[src/rtl/tvtg_pkg.sv]
// ----------------------------------------------------------------------------
// tvtg_pkg
// Shared types, constants and rate tables for the three-voice tone generator.
// ----------------------------------------------------------------------------
package tvtg_pkg;

    localparam int VOICES      = 3;   // active voices, 1..3
    localparam int VOICE_SLOTS = 3;   // voice slots in the register map
    localparam int LEVEL_W     = 7;

    localparam logic [4:0] VOICE_STRIDE = 5'd7;
    localparam logic [4:0] FILTER_BASE  = 5'd21;   // filter registers: no effect

    // register offsets within a voice
    localparam logic [2:0] OFF_FREQ_LO = 3'd0;
    localparam logic [2:0] OFF_FREQ_HI = 3'd1;
    localparam logic [2:0] OFF_PW_LO   = 3'd2;
    localparam logic [2:0] OFF_PW_HI   = 3'd3;
    localparam logic [2:0] OFF_CTRL    = 3'd4;
    localparam logic [2:0] OFF_AD      = 3'd5;
    localparam logic [2:0] OFF_SR      = 3'd6;

    // control byte bits
    localparam int CTRL_GATE  = 0;
    localparam int CTRL_TEST  = 3;
    localparam int CTRL_TRI   = 4;
    localparam int CTRL_SAW   = 5;
    localparam int CTRL_PULSE = 6;

    // input word kinds (tuser)
    localparam logic OP_TICK  = 1'b0;
    localparam logic OP_WRITE = 1'b1;

    typedef enum logic [1:0] {
        ENV_ATTACK  = 2'd0,
        ENV_DECAY   = 2'd1,
        ENV_SUSTAIN = 2'd2,
        ENV_RELEASE = 2'd3
    } env_stage_t;

    typedef struct packed {
        logic       tick;
        logic       wr;
        logic [2:0] off;
        logic [7:0] data;
    } voice_cmd_t;

    function automatic logic [16:0] attack_period(input logic [3:0] idx);
        logic [16:0] p;
        case (idx)
            4'd0:    p = 17'd7;
            4'd1:    p = 17'd31;
            4'd2:    p = 17'd62;
            4'd3:    p = 17'd93;
            4'd4:    p = 17'd148;
            4'd5:    p = 17'd218;
            4'd6:    p = 17'd265;
            4'd7:    p = 17'd312;
            4'd8:    p = 17'd390;
            4'd9:    p = 17'd976;
            4'd10:   p = 17'd1953;
            4'd11:   p = 17'd3125;
            4'd12:   p = 17'd3906;
            4'd13:   p = 17'd11718;
            4'd14:   p = 17'd19531;
            default: p = 17'd31250;
        endcase
        return p;
    endfunction

    function automatic logic [16:0] decay_period(input logic [3:0] idx);
        logic [16:0] p;
        case (idx)
            4'd0:    p = 17'd23;
            4'd1:    p = 17'd93;
            4'd2:    p = 17'd187;
            4'd3:    p = 17'd281;
            4'd4:    p = 17'd445;
            4'd5:    p = 17'd656;
            4'd6:    p = 17'd796;
            4'd7:    p = 17'd937;
            4'd8:    p = 17'd1171;
            4'd9:    p = 17'd2929;
            4'd10:   p = 17'd5859;
            4'd11:   p = 17'd9375;
            4'd12:   p = 17'd11718;
            4'd13:   p = 17'd35156;
            4'd14:   p = 17'd58593;
            default: p = 17'd93750;
        endcase
        return p;
    endfunction

endpackage

[src/rtl/tvtg_voice.sv]
// ----------------------------------------------------------------------------
// tvtg_voice
// One voice: register bytes, phase accumulator, wave mixer and ADSR envelope.
// ----------------------------------------------------------------------------
module tvtg_voice
    import tvtg_pkg::*;
(
    input  logic                 aclk,
    input  logic                 aresetn,
    input  voice_cmd_t           cmd,
    output logic [LEVEL_W-1:0]   level
);

    logic [15:0] freq_reg,   freq_next;
    logic [11:0] pw_reg,     pw_next;
    logic [7:0]  ctrl_reg,   ctrl_next;
    logic [7:0]  ad_reg,     ad_next;
    logic [7:0]  sr_reg,     sr_next;
    logic [23:0] phase_reg,  phase_next;
    logic [7:0]  env_reg,    env_next;
    env_stage_t  stage_reg,  stage_next;
    logic        run_reg,    run_next;
    logic [16:0] count_reg,  count_next;
    logic [16:0] period_reg, period_next;

    logic [16:0] count_inc;
    logic [7:0]  env_inc;
    logic [7:0]  sustain;
    logic [11:0] top;
    logic [11:0] tri_wave;
    logic [11:0] pulse_wave;
    logic [11:0] mix;
    logic [19:0] product;
    logic [3:0]  scaled;

    assign sustain   = {sr_reg[7:4], 4'h0};
    assign count_inc = count_reg + 17'd1;
    assign env_inc   = env_reg + 8'd1;

    // next state
    always_comb begin
        freq_next   = freq_reg;
        pw_next     = pw_reg;
        ctrl_next   = ctrl_reg;
        ad_next     = ad_reg;
        sr_next     = sr_reg;
        phase_next  = phase_reg;
        env_next    = env_reg;
        stage_next  = stage_reg;
        run_next    = run_reg;
        count_next  = count_reg;
        period_next = period_reg;

        if (cmd.wr) begin
            case (cmd.off)
                OFF_FREQ_LO: freq_next[7:0]  = cmd.data;
                OFF_FREQ_HI: freq_next[15:8] = cmd.data;
                OFF_PW_LO:   pw_next[7:0]    = cmd.data;
                OFF_PW_HI:   pw_next[11:8]   = cmd.data[3:0];
                OFF_CTRL: begin
                    ctrl_next = cmd.data;
                    if (cmd.data[CTRL_GATE] != ctrl_reg[CTRL_GATE]) begin
                        if (cmd.data[CTRL_GATE]) begin
                            env_next    = 8'd0;
                            stage_next  = ENV_ATTACK;
                            count_next  = 17'd0;
                            period_next = attack_period(ad_reg[7:4]);
                        end else begin
                            stage_next  = ENV_RELEASE;
                            period_next = decay_period(sr_reg[3:0]);
                        end
                        run_next = 1'b1;
                    end
                    if (cmd.data[CTRL_TEST]) begin
                        phase_next = 24'hFFFFFF;
                    end
                end
                OFF_AD:  ad_next = cmd.data;
                OFF_SR:  sr_next = cmd.data;
                default: ;
            endcase
        end else if (cmd.tick) begin
            if (!ctrl_reg[CTRL_TEST]) begin
                phase_next = phase_reg + {8'd0, freq_reg};
            end
            if (run_reg) begin
                if (count_inc < period_reg) begin
                    count_next = count_inc;
                end else begin
                    count_next = 17'd0;
                    case (stage_reg)
                        ENV_ATTACK: begin
                            env_next = env_inc;
                            if (env_inc == 8'hFF) begin
                                stage_next  = ENV_DECAY;
                                period_next = decay_period(ad_reg[3:0]);
                            end
                        end
                        ENV_DECAY: begin
                            if (env_reg == sustain) begin
                                run_next   = 1'b0;
                                stage_next = ENV_SUSTAIN;
                            end else begin
                                env_next = env_reg - 8'd1;
                            end
                        end
                        ENV_SUSTAIN: stage_next = ENV_RELEASE;
                        default: begin
                            if (env_reg != 8'd0) begin
                                env_next = env_reg - 8'd1;
                            end
                        end
                    endcase
                end
            end
        end
    end

    // output level from the advanced phase and envelope
    always_comb begin
        top        = phase_next[23:12];
        pulse_wave = (top >= (12'hFFF - pw_reg)) ? 12'hFFF : 12'h000;
        tri_wave   = {top[10:0], 1'b0} ^ (phase_next[23] ? 12'hFFE : 12'h000);
        mix        = 12'hFFF;
        if (ctrl_reg[CTRL_TRI]) begin
            mix = mix & tri_wave;
        end
        if (ctrl_reg[CTRL_SAW]) begin
            mix = mix & top;
        end
        if (ctrl_reg[CTRL_PULSE]) begin
            mix = mix & pulse_wave;
        end
        if (!(ctrl_reg[CTRL_TRI] || ctrl_reg[CTRL_SAW] || ctrl_reg[CTRL_PULSE])) begin
            mix = 12'h000;
        end
        product = mix * env_next;
        scaled  = product[19:16];
        level   = {1'b0, scaled, 2'b00} + {3'b000, scaled};
    end

    always_ff @(posedge aclk) begin
        if (!aresetn) begin
            freq_reg   <= '0;
            pw_reg     <= '0;
            ctrl_reg   <= '0;
            ad_reg     <= '0;
            sr_reg     <= '0;
            phase_reg  <= '0;
            env_reg    <= '0;
            stage_reg  <= ENV_ATTACK;
            run_reg    <= 1'b0;
            count_reg  <= '0;
            period_reg <= '0;
        end else begin
            freq_reg   <= freq_next;
            pw_reg     <= pw_next;
            ctrl_reg   <= ctrl_next;
            ad_reg     <= ad_next;
            sr_reg     <= sr_next;
            phase_reg  <= phase_next;
            env_reg    <= env_next;
            stage_reg  <= stage_next;
            run_reg    <= run_next;
            count_reg  <= count_next;
            period_reg <= period_next;
        end
    end

endmodule

[src/rtl/three_voice_tone_generator_unit.sv]
// ----------------------------------------------------------------------------
// three_voice_tone_generator_unit
// Three-voice tone generator with phase accumulators and ADSR envelopes.
// ----------------------------------------------------------------------------
//  channel | dir | tdata (low bit up)                  | tuser
//  s_      | in  | reg_addr[4:0], write_data[12:5]     | operation (0 tick, 1 write)
//  m_      | out | voice1/2/3_level at [6:0],[13:7],[20:14] | -
//
//  One word per cycle unless a tick word waits on a stalled result: an input
//  register feeds single-pass logic updating all voices and the result register.
//  A tick word yields one result word; a write word yields none.
//  Reset (aresetn low, synchronous) clears the valid flags and all voice state.
//  A stalled result holds in the output register; the input side keeps
//  taking words as long as the held word is not blocked behind it.
// ----------------------------------------------------------------------------
module three_voice_tone_generator_unit
    import tvtg_pkg::*;
(
    input  logic        aclk,
    input  logic        aresetn,
    input  logic        s_tvalid,
    output logic        s_tready,
    input  logic [15:0] s_tdata,   // reg_addr[4:0], write_data[12:5], zero pad
    input  logic        s_tuser,   // operation
    output logic        m_tvalid,
    input  logic        m_tready,
    output logic [23:0] m_tdata    // voice1_level, voice2_level, voice3_level, pad
);

    logic        in_valid_reg, in_valid_next;
    logic        in_op_reg;
    logic [4:0]  in_addr_reg;
    logic [7:0]  in_data_reg;
    logic        m_valid_reg, m_valid_next;
    logic [23:0] m_data_reg;

    logic        advance;
    logic        is_write;
    logic [1:0]  voice_sel;
    logic [4:0]  voice_base;
    logic [4:0]  off_wide;
    logic [LEVEL_W-1:0] level [VOICE_SLOTS];
    voice_cmd_t  cmd [VOICE_SLOTS];

    assign is_write = (in_op_reg == OP_WRITE);

    // drain the input register when a write, or when the result slot is free
    assign advance  = in_valid_reg && (is_write || !m_valid_reg || m_tready);
    assign s_tready = !in_valid_reg || advance;

    // decode voice slot and offset; slot VOICE_SLOTS means no voice
    always_comb begin
        if (in_addr_reg < VOICE_STRIDE) begin
            voice_sel  = 2'd0;
            voice_base = 5'd0;
        end else if (in_addr_reg < 5'(2 * VOICE_STRIDE)) begin
            voice_sel  = 2'd1;
            voice_base = VOICE_STRIDE;
        end else if (in_addr_reg < FILTER_BASE) begin
            voice_sel  = 2'd2;
            voice_base = 5'(2 * VOICE_STRIDE);
        end else begin
            voice_sel  = 2'd3;
            voice_base = FILTER_BASE;
        end
        off_wide = in_addr_reg - voice_base;
    end

    for (genvar v = 0; v < VOICE_SLOTS; v++) begin : g_voice
        always_comb begin
            cmd[v].tick = advance && !is_write;
            cmd[v].wr   = advance && is_write && (voice_sel == 2'(v));
            cmd[v].off  = off_wide[2:0];
            cmd[v].data = in_data_reg;
        end
        if (v < VOICES) begin : g_on
            tvtg_voice u_voice (
                .aclk    (aclk),
                .aresetn (aresetn),
                .cmd     (cmd[v]),
                .level   (level[v])
            );
        end else begin : g_off
            assign level[v] = '0;
        end
    end

    always_comb begin
        in_valid_next = in_valid_reg;
        if (s_tready) begin
            in_valid_next = s_tvalid;
        end
        m_valid_next = m_valid_reg;
        if (m_tready) begin
            m_valid_next = 1'b0;
        end
        if (advance && !is_write) begin
            m_valid_next = 1'b1;
        end
    end

    // clear the valid flags under reset
    always_ff @(posedge aclk) begin
        if (!aresetn) begin
            in_valid_reg <= 1'b0;
            m_valid_reg  <= 1'b0;
        end else begin
            in_valid_reg <= in_valid_next;
            m_valid_reg  <= m_valid_next;
        end
    end

    // capture the input word and the result word
    always_ff @(posedge aclk) begin
        if (s_tready && s_tvalid) begin
            in_op_reg   <= s_tuser;
            in_addr_reg <= s_tdata[4:0];
            in_data_reg <= s_tdata[12:5];
        end
        if (advance && !is_write) begin
            m_data_reg <= {3'b000, level[2], level[1], level[0]};
        end
    end

    assign m_tvalid = m_valid_reg;
    assign m_tdata  = m_data_reg;

endmodule

[config.mk]
export PLATFORM = sky130hd
export DESIGN_NAME = three_voice_tone_generator_unit
export DESIGN_NICKNAME = d
export VERILOG_FILES = /design/src/rtl/tvtg_pkg.sv /design/src/rtl/tvtg_voice.sv /design/src/rtl/three_voice_tone_generator_unit.sv
export SDC_FILE = /design/constraint.sdc
export NUM_CORES = 2
export LEC_CHECK = 0
export ABC_AREA = 1
export ABC_CLOCK_PERIOD_IN_PS = 9600
export BUFFER_PORTS_ARGS = -buffer_cell sky130_fd_sc_hd__buf_2
export CAP_MARGIN = 10
export CORE_MARGIN = 2
export CORE_UTILIZATION = 50
export CTS_BUF_LIST = sky130_fd_sc_hd__clkbuf_8 sky130_fd_sc_hd__clkbuf_16
export CTS_CLUSTER_SIZE = 10
export DETAILED_ROUTE_END_ITERATION = 8
export GPL_TIMING_DRIVEN = 0
export PLACE_DENSITY_LB_ADDON = 0.25
export SLEW_MARGIN = 20
export SYNTH_ARGS = -nofsm -noshare
export SYNTH_HDL_FRONTEND = slang
export SYNTH_SLANG_ARGS = --single-unit
[constraint.sdc]
create_clock -name aclk -period 9.6 [get_ports aclk]
set_clock_uncertainty 0.15 [all_clocks]
set_input_delay 1.92 -clock aclk [delete_from_list [all_inputs] [get_ports aclk]]
set_output_delay 1.92 -clock aclk [all_outputs]
set_load 0.03 [all_outputs]
Word level (Yosys, flattened, before mapping):

Memory sizes are Yosys's and may differ from the RTL's. A register that Yosys moved wholly into a read port is not among the register bits.
Cells that the tools add are included.

* bits in registers: 397
* ROM bits: 2352
* input port bits: 21
* output and inout port bits: 26
* word-level logic and storage cells: 410
* memories kept: 9

Memories
* (name not given): depth 16, bits a word 17, rd ports 1, clocked after Yosys merged registers in 1, wr ports 0, line tvtg_pkg.sv:73 `case (idx)`
* (name not given): depth 16, bits a word 17, rd ports 1, clocked after Yosys merged registers in 1, wr ports 0, line tvtg_pkg.sv:73
* (name not given): depth 16, bits a word 17, rd ports 1, clocked after Yosys merged registers in 1, wr ports 0, line tvtg_pkg.sv:73
* (name not given): depth 16, bits a word 17, rd ports 1, clocked after Yosys merged registers in 1, wr ports 0, line tvtg_pkg.sv:73
* (name not given): depth 16, bits a word 17, rd ports 1, clocked after Yosys merged registers in 1, wr ports 0, line tvtg_pkg.sv:73
* (name not given): depth 16, bits a word 17, rd ports 1, clocked after Yosys merged registers in 1, wr ports 0, line tvtg_pkg.sv:73
* 3 more memories

* add/subtract/negate cells: 19
* multipliers: 3
* order comparisons: 9
* equal/unequal tests: 47
* mux-type cells: 187
* bitwise operators: 9
* reductions and logical operators: 79

Operators by type and width (count)
* $mux 17: 46
* $mux 24: 15
* $mux 12: 18
* $mux 8: 27
* $add 24x16->24: 3
* $and 12x12->12: 6
* $mux 4: 18
* $pmux 8 s3: 3
* $mul 12x8->20: 3
* $mux 2: 28
* $add 17x1->17 const B: 3
* $lt 17x17->1: 3
* $reduce_and 2->1: 21
* $ge 12x12->1: 3
* $sub 12x12->12 const A: 3
* $xor 12x12->12: 3
* $mux 1: 27
* $reduce_bool 2->1: 13
* $add 8x1->8 const B: 3
* $eq 8x8->1: 3
* $eq 8x8->1 const B: 3
* $ne 2x2->1 const B: 12
* $reduce_and 8->1: 3
* $reduce_bool 8->1: 3
* 26 further kinds: 83

Logic depth before layout (Yosys ltp):

* word-level depth: 18
* gate-level depth with buffers: 61
* depth with buffers taken out: 61

Modules after synthesis:

A second synthesis with hierarchy kept.

* cells, all modules: 5300
* area, all modules: 38597.0 µm²

Modules (own cells, without submodules)
* tvtg_voice (g_voice[0].g_on.u_voice): instances 1, cells an instance 1739, area an instance 12490.7 µm², seq. area each 3343.2 µm²
* tvtg_voice (g_voice[2].g_on.u_voice): instances 1, cells an instance 1747, area an instance 12385.6 µm², seq. area each 3343.2 µm²
* tvtg_voice (g_voice[1].g_on.u_voice): instances 1, cells an instance 1729, area an instance 12369.4 µm², seq. area each 3343.2 µm²
* three_voice_tone_generator_unit: instances 1, cells an instance 85, area an instance 1351.3 µm², seq. area each 1091.0 µm²

Worst setup path before layout:

OpenSTA, ideal clock, no wires.

* path kind: input port to flip-flop
* from: in m_tready
* to: reg m_data_reg[18], in the netlist m_tdata[18], data pin
* setup time: 0.258 ns
* data arrival time: 8.615 ns
* data required time: 9.192 ns
* slack: 0.577 ns
* stages on the path: 38
* buffers on the path: 1
* cell sequence: inv_1 > nand2_1 > nand3_2 > nor2_4 > inv_1 > nor3_1 > nand3_1 > nand2_2 > clkinv_1 > clkbuf_1 > ha_1 > nand2_1 > inv_1 > nand2_1 > nand2_1 > nand2_1 > inv_1 > o211ai_1 > [2 not listed] > inv_1 > fa_1 > fa_1 > inv_1 > fa_1 > inv_1 > ha_1 > nand2_1 > or2_2 > a211oi_1 > nand2_1 > nand2_1 > nand2_1 > nand2_1 > inv_2 > ha_1 > fa_1 > xnor2_1

* longest elaborated chain between the ends: 15
* elaborated cells between the ends (all ways): 21
* those cells by class: add/sub (1); mul (1); order compare (1); mux (10); bitwise (3); reduce/logical (5)

RTL lines
* start: declaration: line three_voice_tone_generator_unit.sv:26 `input logic m_tready,`
* $logic_or 1x1->1 *: line three_voice_tone_generator_unit.sv:48 `assign advance = in_valid_reg && (is_write || !m_valid_reg || m_tready);`
* $logic_and 1x1->1 *: line three_voice_tone_generator_unit.sv:48
* $logic_and 1x1->1 (on tied branches): line three_voice_tone_generator_unit.sv:71, three_voice_tone_generator_unit.sv:72
* $mux 24 or $logic_and 1x1->1 (tied branches): line tvtg_voice.sv:82, three_voice_tone_generator_unit.sv:72
* $mux 24 *: line tvtg_voice.sv:54 `if (cmd.wr) begin`
* named net g_voice[2].g_on.u_voice.phase_next[23]: line tvtg_voice.sv:19 `logic [23:0] phase_reg, phase_next;`
* parallel branches: the longest is 6 deep, another holds $ge 12x12->1
* $mux 12 *: line tvtg_voice.sv:131 `if (ctrl_reg[CTRL_PULSE]) begin`
* $mux 12 *: line tvtg_voice.sv:134 `if (!(ctrl_reg[CTRL_TRI] || ctrl_reg[CTRL_SAW] || ctrl_reg[CTRL_PULSE])) begin`
* $mul 12x8->20 *: line tvtg_voice.sv:137 `product = mix * env_next;`
* $add 6x4->7 *: line tvtg_voice.sv:139 `level = {1'b0, scaled, 2'b00} + {3'b000, scaled};`
* named net g_voice[2].g_on.u_voice.level[4]: line tvtg_voice.sv:11 `output logic [LEVEL_W-1:0] level`
* end signal: assignment: line three_voice_tone_generator_unit.sv:121 `m_data_reg <= {3'b000, level[2], level[1], level[0]};`
* end: declaration: line three_voice_tone_generator_unit.sv:35 `logic [23:0] m_data_reg;`

Mark *: on every way through the listed nets, which the timed path passes. The select of a mux whose other input is x is not followed.
A chain may end at the register's enable or synchronous reset.

Worst setup path after layout:

* from: in m_tready
* to: reg m_data_reg[11], in the netlist m_tdata[11], data pin

* elaborated cells between the ends (all ways): 21
* those cells by class: add/sub (1); mul (1); order compare (1); mux (10); bitwise (3); reduce/logical (5)

RTL lines (line)
* $logic_or 1x1->1 *: three_voice_tone_generator_unit.sv:48
* $logic_and 1x1->1 *: three_voice_tone_generator_unit.sv:48
* $logic_and 1x1->1 (on tied branches): three_voice_tone_generator_unit.sv:71, three_voice_tone_generator_unit.sv:72
* $mux 24 or $logic_and 1x1->1 (tied branches): tvtg_voice.sv:82, three_voice_tone_generator_unit.sv:72
* $mux 24 *: tvtg_voice.sv:54
* named net g_voice[1].g_on.u_voice.phase_next[22]: tvtg_voice.sv:19
* parallel branches: the longest is 5 deep, another holds $ge 12x12->1
* $mux 12 *: tvtg_voice.sv:131
* $mux 12 *: tvtg_voice.sv:134
* $mul 12x8->20 *: tvtg_voice.sv:137
* $add 6x4->7 *: tvtg_voice.sv:139
* named net g_voice[1].g_on.u_voice.level[4]: tvtg_voice.sv:11

Marked as above.

==> results.json <==
{
  "fp.dieH_um": 282,
  "ant_nets": 0,
  "cts.sinks": 538,
  "die_w_um": 282,
  "gp_congestion": 0.940,
  "grt-ovfl-total": 0,
  "start_util": 0.503,
  "async_reset_ff_frac": 0,
  "worstPathRequired_ps": 9820,
  "peakVddDrop_mv": 0.106,
  "viasPerCell": 5.37,
  "status": "completed",
  "antenna_found_initial": 1,
  "grt_use_total": 0.273,
  "wl_um": 109000,
  "synth_edf_count": 35,
  "max_stage_delay_ps": 530,
  "cap_viol_max_count": 0,
  "worstPathArrival_ps": 9350,
  "worstHoldStart": "g_voice[2].g_on.u_voice.period_reg[5]",
  "hold_viol": 0,
  "antenna_cells": 0,
  "hpwlAfterDp_um": 83300,
  "dp_worst_setup_slack_ps": -1220,
  "yosysTopAreaCellShare": 0.260,
  "grt_pass1_vias": 33300,
  "max_freq_mhz": 110,
  "worstMarginPinSlew_ps": 1140,
  "path_max_fanout": 10,
  "clk_pin_slew_worst_paths_ps": 50,
  "first_pass_iters": 6,
  "design_area_um2": 43100,
  "synth_flop_cell": "dfxtp_1",
  "port_buffers": 39,
  "synth_cells": 5351,
  "netlist_area_um2": 38800,
  "area_growth_pct": 11.1,
  "io_pins": 47,
  "htree_levels": 3,
  "relSlewSlack": 0.238,
  "wire_per_inst_um": 16.6,
  "synthTopCellsByArea": "dfxtp_1, ha_1, nand2_1",
  "rows": 102,
  "whs_ps": 313,
  "via_count": 35300,
  "finalCriticalPeriod_ps": 9130,
  "clk_path_buf_depth": 3,
  "crit_start": "m_tready",
  "tritoncts": "done",
  "seq_area_frac_synth": 0.287,
  "ys_seq_elements": 538,
  "die_area_um2": 79800,
  "hold_class": "reg -> reg",
  "hold_buffers": 0,
  "crit_path_end_kind": "flop",
  "cts_root_buf": "clkbuf_16",
  "crit_type": "in -> reg",
  "finalWorstSetupSlack_ps": 469,
  "setup_tns_ps": 0,
  "insertion_delay_ps": 630,
  "grt_pass1_wl_um": 174000,
  "synth_largest_area_cell": "dfxtp_1",
  "drc": 0,
  "placed_cell_area_um2": 40300,
  "coreArea_um2": 77100,
  "p_per_area_nw_per_um2": 117,
  "slew_viol_final": 0,
  "avgSynthCellArea_um2": 7.24,
  "ys_warn_count": 0,
  "fin_nets": 6044,
  "final_common_cell": "nand2_1",
  "crit_top_cell": "inv_1",
  "regToRegStartpoint": "in_addr_reg[3]",
  "synth_cell_types": 77,
  "setup_viol": 0,
  "final_cell_mix": "nand2_1, inv_1, nor2_1, dfxtp_1, a21oi_1",
  "critPathSlowestCell": "fa_1",
  "drt-initial-drc-count": 2853,
  "drive_above_1_share": 0.0790,
  "grt_max_degree": 17,
  "timing.final.crit_share": 0.951,
  "crit_path_start_kind": "input pin",
  "cts-buffers-inserted": 67,
  "p_leak_nw": 20.1
}
==> power by group <==
part | total [W] | switching [W] | internal [W] | leakage (nW)
Sequential | 0.00230 | 0.0000147 | 0.00228 | 4.40
Combinational | 0.000333 | 0.000250 | 0.0000825 | 14.7
Clock | 0.00239 | 0.00103 | 0.00137 | 1.05
Total | 0.00502 | 0.00129 | 0.00373 | 20.1
==> synthesized netlist by cell type (all sizes together) (2+ instances only) <==
library cell / n
a211oi: 17
a31oi: 47
fa: 184
o22ai: 16
o21a: 5
o31ai: 24
o221a: 2
dfxtp: 503
nor2: 661
clkbuf: 115
a21o: 11
and3: 5
edfxtp: 35
o211ai: 17
nor3: 98
or2: 58
clkinv: 15
a221oi: 35
nand4: 29
a32oi: 6
buf: 53
nor4: 8
nand3b: 13
nand3: 250
xnor2: 41
inv: 857
a22oi: 17
and2: 4
o21ai: 293
o211a: 2
nand2: 1021
ha: 341
a2111oi: 3
a21oi: 451
xor2: 78
o221ai: 5
o311ai: 3
o21bai: 11
==> layout make-up <==
type,instances,area (µm²)
fill,7398,34000
clock inverter,25,260
multi-input combinational,3775,24100
tap,1040,1300
buffer,165,696
sequential,538,11100
timing repair buffer,79,544
clock buffer,75,1790
inverter,872,3300
==> cells by family (layout without fill, tap and decap cells) <==
kind of cell / count (synthesis) / in the layout / share of synthesized area
fa+ha+maj: 525 / 525 / 0.205
compound gates: 975 / 975 / 0.142
other cells: 1 / 3 / 0.0000967
buf+inv: 1040 / 1216 / 0.102
mux: 1 / 1 / 0.000258
simple gates: 2152 / 2152 / 0.237
xor+xnor: 119 / 119 / 0.0269
flops: 538 / 538 / 0.287
==> final timing paths <==
| kind | to | cells past startpoint | slack, ps |
|---|---|---|---|
| worst min register to register | g_voice[2].g_on.u_voice.period_reg[5] | 2 | 310 |
| worst max-delay path | m_tdata[11] | 46 | 470 |
| worst max register to register | m_tdata[18] | 47 | 490 |
| worst min-delay path | g_voice[2].g_on.u_voice.period_reg[5] | 2 | 310 |
==> critical path: cells and delay by family <==
family | cells | cell delay, ps
xor gates and xnor gates | 1 | 170
and+or+nand+nor | 19 | 2210
buffers and inverters | 13 | 1070
AOI/OAI and AO/OA | 5 | 760
adders and majority gates | 8 | 3170
==> layer usage <==
metal	GRT usage	vias up	routed length (µm)
li1	-	17500	-
met1	0.369	16500	49300
met2	0.442	1107	48900
met3	0.0405	208	7250
met4	0.101	0	3430
met5	0	-	0
==> what timing repair did <==
action                     CTS  global route
gates resized for setup     19           111
buffers inserted             4            34
setup endpoints to repair   12            15
pin swaps                    3            17
==> per-stage QoR <==
step / util / total power [W] / cells
final: 0.559 / 0.00502 / 6569
after global routing: 0.559 / 0.00516 / 6569
after CTS: 0.551 / 0.00502 / 6538
after detailed placement: 0.523 / 0.00265 / 6434
after global placement: 0.522 / 0.00264 / 6432
after floorplan: - / 0.00253 / 5353
Power figures use the tool's default switching activity.
